### src/rtl/core/assert_macros.svh
// ----------------------------------------------------------------------------
// assertion macros
// shared concurrent assertion helpers, compiled out with ASSERT_OFF
// ----------------------------------------------------------------------------
`ifndef ASSERT_MACROS_SVH
`define ASSERT_MACROS_SVH

`ifndef ASSERT_OFF

`define ASSERT_IMPL(lbl, clk, rst_n, ante, cons, msg) \
    lbl: assert property (@(posedge clk) disable iff (!(rst_n)) (ante) |-> (cons)) \
        else $error(msg);

`define ASSERT_NEXT(lbl, clk, rst_n, ante, cons, msg) \
    lbl: assert property (@(posedge clk) disable iff (!(rst_n)) (ante) |=> (cons)) \
        else $error(msg);

`else

`define ASSERT_IMPL(lbl, clk, rst_n, ante, cons, msg)

`define ASSERT_NEXT(lbl, clk, rst_n, ante, cons, msg)

`endif

`endif

### src/rtl/core/zfe_pkg.sv
// ----------------------------------------------------------------------------
// z function engine package
// field widths, controller states and controller/datapath handshake types
// ----------------------------------------------------------------------------
package zfe_pkg;

    localparam int CFG_W       = 12;
    localparam int CHAR_W      = 8;
    localparam int IDX_W       = 12;
    localparam int ZV_W        = 13;
    localparam int MAX_LEN_DEF = 4096;

    typedef enum logic [2:0] {
        ST_IDLE,
        ST_START,
        ST_ZRD,
        ST_ZINIT,
        ST_CHK,
        ST_CMP,
        ST_WR,
        ST_RD
    } t_state;

    typedef struct packed {
        logic load;
        logic rd_req;
        logic start;
        logic zrd;
        logic zinit;
        logic chk_rd;
        logic inc;
        logic wr;
        logic out_load;
    } t_cmd;

    typedef struct packed {
        logic start_go;
        logic ext_ok;
        logic char_eq;
        logic more;
        logic out_free;
    } t_status;

endpackage

### src/rtl/core/zfe_ctrl.sv
// ----------------------------------------------------------------------------
// z function engine controller
// sequences loads, reads and the z box pass over the datapath
// ----------------------------------------------------------------------------
module zfe_ctrl
    import zfe_pkg::*;
(
    input  logic    i_clk,
    input  logic    i_rst_n,
    input  logic    i_in_valid,
    input  logic    i_in_func,
    input  logic    i_in_last,
    input  t_status i_status,
    output logic    o_in_ready,
    output t_cmd    o_cmd
);

    t_state r_state;
    t_state n_state;

    always_ff @(posedge i_clk) begin
        if (!i_rst_n) begin
            r_state <= ST_IDLE;
        end else begin
            r_state <= n_state;
        end
    end

    always_comb begin
        n_state = r_state;
        unique case (r_state)
            ST_IDLE: begin
                if (i_in_valid) begin
                    if (i_in_func) begin
                        n_state = ST_RD;
                    end else if (i_in_last) begin
                        n_state = ST_START;
                    end
                end
            end
            ST_START: begin
                n_state = i_status.start_go ? ST_ZRD : ST_IDLE;
            end
            ST_ZRD: begin
                n_state = ST_ZINIT;
            end
            ST_ZINIT: begin
                n_state = ST_CHK;
            end
            ST_CHK: begin
                n_state = i_status.ext_ok ? ST_CMP : ST_WR;
            end
            ST_CMP: begin
                n_state = i_status.char_eq ? ST_CHK : ST_WR;
            end
            ST_WR: begin
                n_state = i_status.more ? ST_ZRD : ST_IDLE;
            end
            ST_RD: begin
                if (i_status.out_free) begin
                    n_state = ST_IDLE;
                end
            end
            default: begin
                n_state = ST_IDLE;
            end
        endcase
    end

    always_comb begin
        o_cmd      = '0;
        o_in_ready = 1'b0;
        unique case (r_state)
            ST_IDLE: begin
                o_in_ready   = 1'b1;
                o_cmd.load   = i_in_valid && !i_in_func;
                o_cmd.rd_req = i_in_valid && i_in_func;
            end
            ST_START: begin
                o_cmd.start = 1'b1;
            end
            ST_ZRD: begin
                o_cmd.zrd = 1'b1;
            end
            ST_ZINIT: begin
                o_cmd.zinit = 1'b1;
            end
            ST_CHK: begin
                o_cmd.chk_rd = i_status.ext_ok;
            end
            ST_CMP: begin
                o_cmd.inc = i_status.char_eq;
            end
            ST_WR: begin
                o_cmd.wr = 1'b1;
            end
            ST_RD: begin
                o_cmd.out_load = i_status.out_free;
            end
            default: begin
                o_cmd = '0;
            end
        endcase
    end

endmodule

### config.mk
export PLATFORM = sky130hd
export DESIGN_NAME = zfe_ctrl
export DESIGN_NICKNAME = d
export VERILOG_FILES = /design/src/rtl/core/assert_macros.svh /design/src/rtl/core/zfe_pkg.sv /design/src/rtl/core/zfe_ctrl.sv
export SDC_FILE = /design/constraint.sdc
export NUM_CORES = 1
export LEC_CHECK = 0
export BUFFER_PORTS_ARGS = -buffer_cell sky130_fd_sc_hd__buf_2
export CAP_MARGIN = 15
export CORE_AREA = 2 2 39 41
export DETAILED_ROUTE_END_ITERATION = 8
export DIE_AREA = 0 0 41 43
export SLEW_MARGIN = 5
export SYNTH_ARGS = -nofsm -noshare
export SYNTH_HDL_FRONTEND = slang
export SYNTH_SLANG_ARGS = --single-unit
### constraint.sdc
create_clock -name i_clk -period 2.09 [get_ports i_clk]
set_input_delay 0 -clock i_clk [delete_from_list [all_inputs] [get_ports i_clk]]
set_output_delay 0 -clock i_clk [all_outputs]
set_load 0.005 [all_outputs]
; Word level (Yosys, flattened, before mapping)
; Cells that the tools add are included.
[word_totals]
wordCells = 34
latch_bits = 0
mem_bits_rw = 0
rom_bits = 0
memories = 0
regBits = 3
inputBits = 10
out_inout_bits = 10
[op_classes]
add_sub_neg = 0
n_mux = 18
div = 0
n_shift = 0
magnitude_cmp = 0
n_eq_ne = 10
multipliers = 0
n_bitwise = 0
reduce_logical = 5
[ops]
columns = cell, n
row1 = one-hot mux 3 bit (8 select lines), 1
row2 = equality test 3 bit (second input constant), 4
row3 = two-way mux 3 bit, 4
row4 = two-way mux 2 bit, 5
row5 = two-way mux 1 bit, 8
row6 = equality test 3 x 2 -> 1 bit (second input constant), 2
row7 = != test 2 bit (second input constant), 2
row8 = equality test 3 x 1 -> 1 bit (second input constant), 1
row9 = logical NOT 3 bit, 1
row10 = != test 3 bit (second input constant), 1
row11 = AND reduction 3 bit, 1
row12 = logical AND 1 bit, 2
row13 = logical NOT 1 bit, 1

; Longest topological paths before layout
[depth]
depth_word = 4
depth_mapped = 4
ltp_nobuf = 3

; Least setup slack after synthesis
; Ideal clock, no wire load.
[synth_path]
kind = flip-flop to flip-flop
startpoint = register r_state[1]
endpoint = register r_state[1]
synth_period_minus_slack_ns = 1.067
setup_ns = 0.133
stages_incl_launch_ff = 5
required_ns = 1.957
arrival_time_ns = 0.934
n_path_buf = 1
path_slack_ns = 1.023
cell_sequence = dfxtp_1 > buf_4 > nor3_2 > a21bo_2 > a41oi_2
[synth_between]
elab_chain_cells = 3
word_cells_on_any_way = 13
cone_classes = eq/ne: 10 / mux: 1 / reduce/logical: 2
[synth_lines]
columns = element, line
row1 = "start, declared", zfe_ctrl.sv:18  ; t_state r_state;
row2 = "start signal, assigned", zfe_ctrl.sv:25  ; r_state <= n_state;
row3 = equality test 3 bit or logical NOT 3 bit (tied branches), zfe_ctrl.sv:31  ; unique case (r_state)
row4 = != test 2 bit (no source line) or != test 3 bit (tied branches), --
row5 = AND reduction 3 bit (no source line), --
; Parallel ways exist; a longest one is shown, timed or not.
; A chain may end at the register's enable or synchronous reset.

; Worst setup path in the final report
[layout_path]
startpoint = register r_state[0]
endpoint = register r_state[0]
; Same word-level chain as after synthesis.

==> results.yml <==
detailed_routing:
  ant_nets: 0
  routedWlPerCell_um: 9.84
  remaining_drc_errors: 0
  drt_iter0_markers: 3
  via_per_inst: 4.39
  routed_wl_um: 748
  firstDrtPassIters: 2
  vias: 334
setup_path:
  slowest_stage: "dfxtp_1"
  critPathCaptureType: "flop"
  worstPathArrival_ns: 1.44
  critPathMaxFanout: 10
  crit_required_ns: 2.26
  start_kind: "flop"
  crit_family: "flip-flops"
  critPathLaunch: "r_state[0]$_SDFFE_PN0P_"
  cpPeakStageDelay_ns: 0.54
  critPathKind: "reg2reg"
  regToRegStartpoint: "r_state[0]$_SDFFE_PN0P_"
  path_cells: "inv_2 -> or3_4 -> a21oi_2"
  path_buf_inv: 1
layout:
  largest_reg_flops: 3
  drive_gt1_share_pct: 51.7
  reg_top3: "r_state: 3 flops"
  diodes: 0
  largest_register: "r_state"
  final_net_count: 71
  syn2layout_area_growth_pct: 35.6
placement:
  portBuffers: 19
  dp_hpwl_um: 514
  finalWeightedCongestion: 0.744
die:
  die-area_mm2: 0.00176
  core-area_mm2: 0.00138
  pin_count: 20
  row_count: 14
  fp.dieH_um: 43
  start_util_pct: 22.6
  die_w_um: 41
sta:
  fmax_ghz: 0.786
  fin_skew_ns: 0.00248
  tightestPinTransition_ns: 0.406
  rsz0062_at_grt: "false"
  drv_slew: 0
  relSlewSlack_pct: 72.9
  fin_setup_tns_ns: 0
  post-route-min-period_ns: 1.27
  timing.final.crit_share_pct: 60.8
  setup_viol: 0
  hold_viol_final: 0
yosys:
  yosysSeqAreaShare_pct: 19.2
  ys_top_cells_by_area: "dfxtp_1, nand2b_1, buf_6"
  syn-cell-area_um2: 313
  avgSynthCellArea_um2: 7.82
  syn_inst: 40
  ys_ff_latch: 3
  synth_top_area_cell: "dfxtp_1"
  synth_warnings: 0
  synth_fp_nets: 50
  synth_top_area_share_pct: 19.2
  synthDistinctLibCells: 23
grt:
  grt_usage_pct: 10.6
  grt_max_degree: 12
  grt_remaining_overflow: 0
  antenna_found_initial: 0
  grt_pass1_vias: 262
  grt_pass1_wl_um: 1170
clock_tree:
  clkSinkCount: 3
  htreeDepth: 1
  cts_tree: "yes"
  cts-buffers-inserted: 3
  cts-root-buf: "clkbuf_4"
  clk_pin_slew_worst_paths_ns: 0.04
  ctsResizeCount: 0
  clkLatencyLatePin_ns: 0.24
  clockBufferDepth: 2
  cts_hold_buf: 0
  cts_setup_buffers: 0
pwr:
  powerDensity_mw_per_mm2: 1050
  leakagePower_uw: 0.000209
  finalPower_uw: 446
  max-vdd-ir-drop_v: 0.000342
worst_hold_path:
  min_from: "i_in_func"
  worstHoldPathType: "in2reg"
job:
  drv_cap: 0
outcome:
  status: "finished, final reports clean"
-- worst reg2reg max path, delay by kind of cell (launching register included) --
| kind | cells | cell delay (ns) |
|---|---|---|
| simple gates | 1 | 0.42 |
| flops | 1 | 0.54 |
| buf+inv | 1 | 0.12 |
| compound gates | 1 | 0.14 |
-- area by class of cell --
| cell class | instances | area, um2 |
|---|---|---|
| clock buffer | 4 | 26.3 |
| fill | 155 | 960 |
| inverter | 2 | 7.51 |
| multi-input combinational | 32 | 215 |
| sequential | 3 | 60.1 |
| tap | 16 | 20.0 |
| timing repair buffer | 19 | 95.1 |
-- through the flow --
step | hold slack [ns] | cell area [um2] | utilization, % | worst slack [ns] | instances
floorplan | 0.0311 | 313 | - | 1.02 | 40
finish | 0.0762 | 424 | 30.7 | 0.819 | 76
global route | 0.0727 | 424 | 30.7 | 0.737 | 76
detailed placement | 0.274 | 398 | 28.8 | 0.838 | 72
global placement | 0.276 | 398 | 28.8 | 0.856 | 72
CTS | 0.0722 | 424 | 30.7 | 0.833 | 76
-- Yosys cell counts --
library cell  n
inv_1         1
o21ai_0       1
a221oi_2      1
a32oi_1       1
or3_4         1
buf_4         1
a41oi_2       1
nand2_1       6
nand2b_1      4
inv_2         1
nand3b_1      1
dfxtp_1       3
buf_6         2
nor3_1        1
a21oi_2       1
nor3b_1       2
nor3b_2       1
a21bo_2       1
nand2_2       1
nor2_1        6
nor3_2        1
a21o_1        1
and3_1        1
-- path summary, 6_finish.rpt --
kind                              to  slack, ns  cells past startpoint
min reg2reg  r_state[2]$_SDFFE_PN0P_       0.63                      2
max          r_state[0]$_SDFFE_PN0P_       0.82                      3
min          r_state[2]$_SDFFE_PN0P_       0.08                      3
max reg2reg  r_state[0]$_SDFFE_PN0P_       0.82                      3
-- layer usage --
metal | track usage (%) | wire [um] | vias up | part of all wire [%]
met3 | 3.14 | 50 | 2 | 6.7
met1 | 13.8 | 352 | 142 | 47
met5 | 0 | 0 | - | 0
met4 | 12.0 | 14 | 0 | 1.9
li1 | - | - | 176 | -
met2 | 12.2 | 330 | 14 | 44
-- logic make-up (layout without fill, tap and decap cells) --
logic type,Yosys count,in the layout,synth area share [%]
simple gates,25,25,46.0
compound gates,7,7,22.8
buf+inv,5,25,12.0
flops,3,3,19.2
-- placed cells by master, fill, tap and decap left out, types with 2 or more instances in the layout --
cell      Yosys  layout
buf_2         0      19
nand2_1       6       6
nor2_1        6       6
nor3b_1       2       2
clkbuf_4      0       3
dfxtp_1       3       3
nand2b_1      4       4
-- report_power, final --
group	total (uW)	switching (uW)	leakage (uW)	internal [uW]
sequential	139	60.9	0.0000248	77.6
clock	103	31.2	0.0000150	71.6
combinational	205	97.2	0.000169	107
No activity file was read; power rests on OpenSTA's default activity.
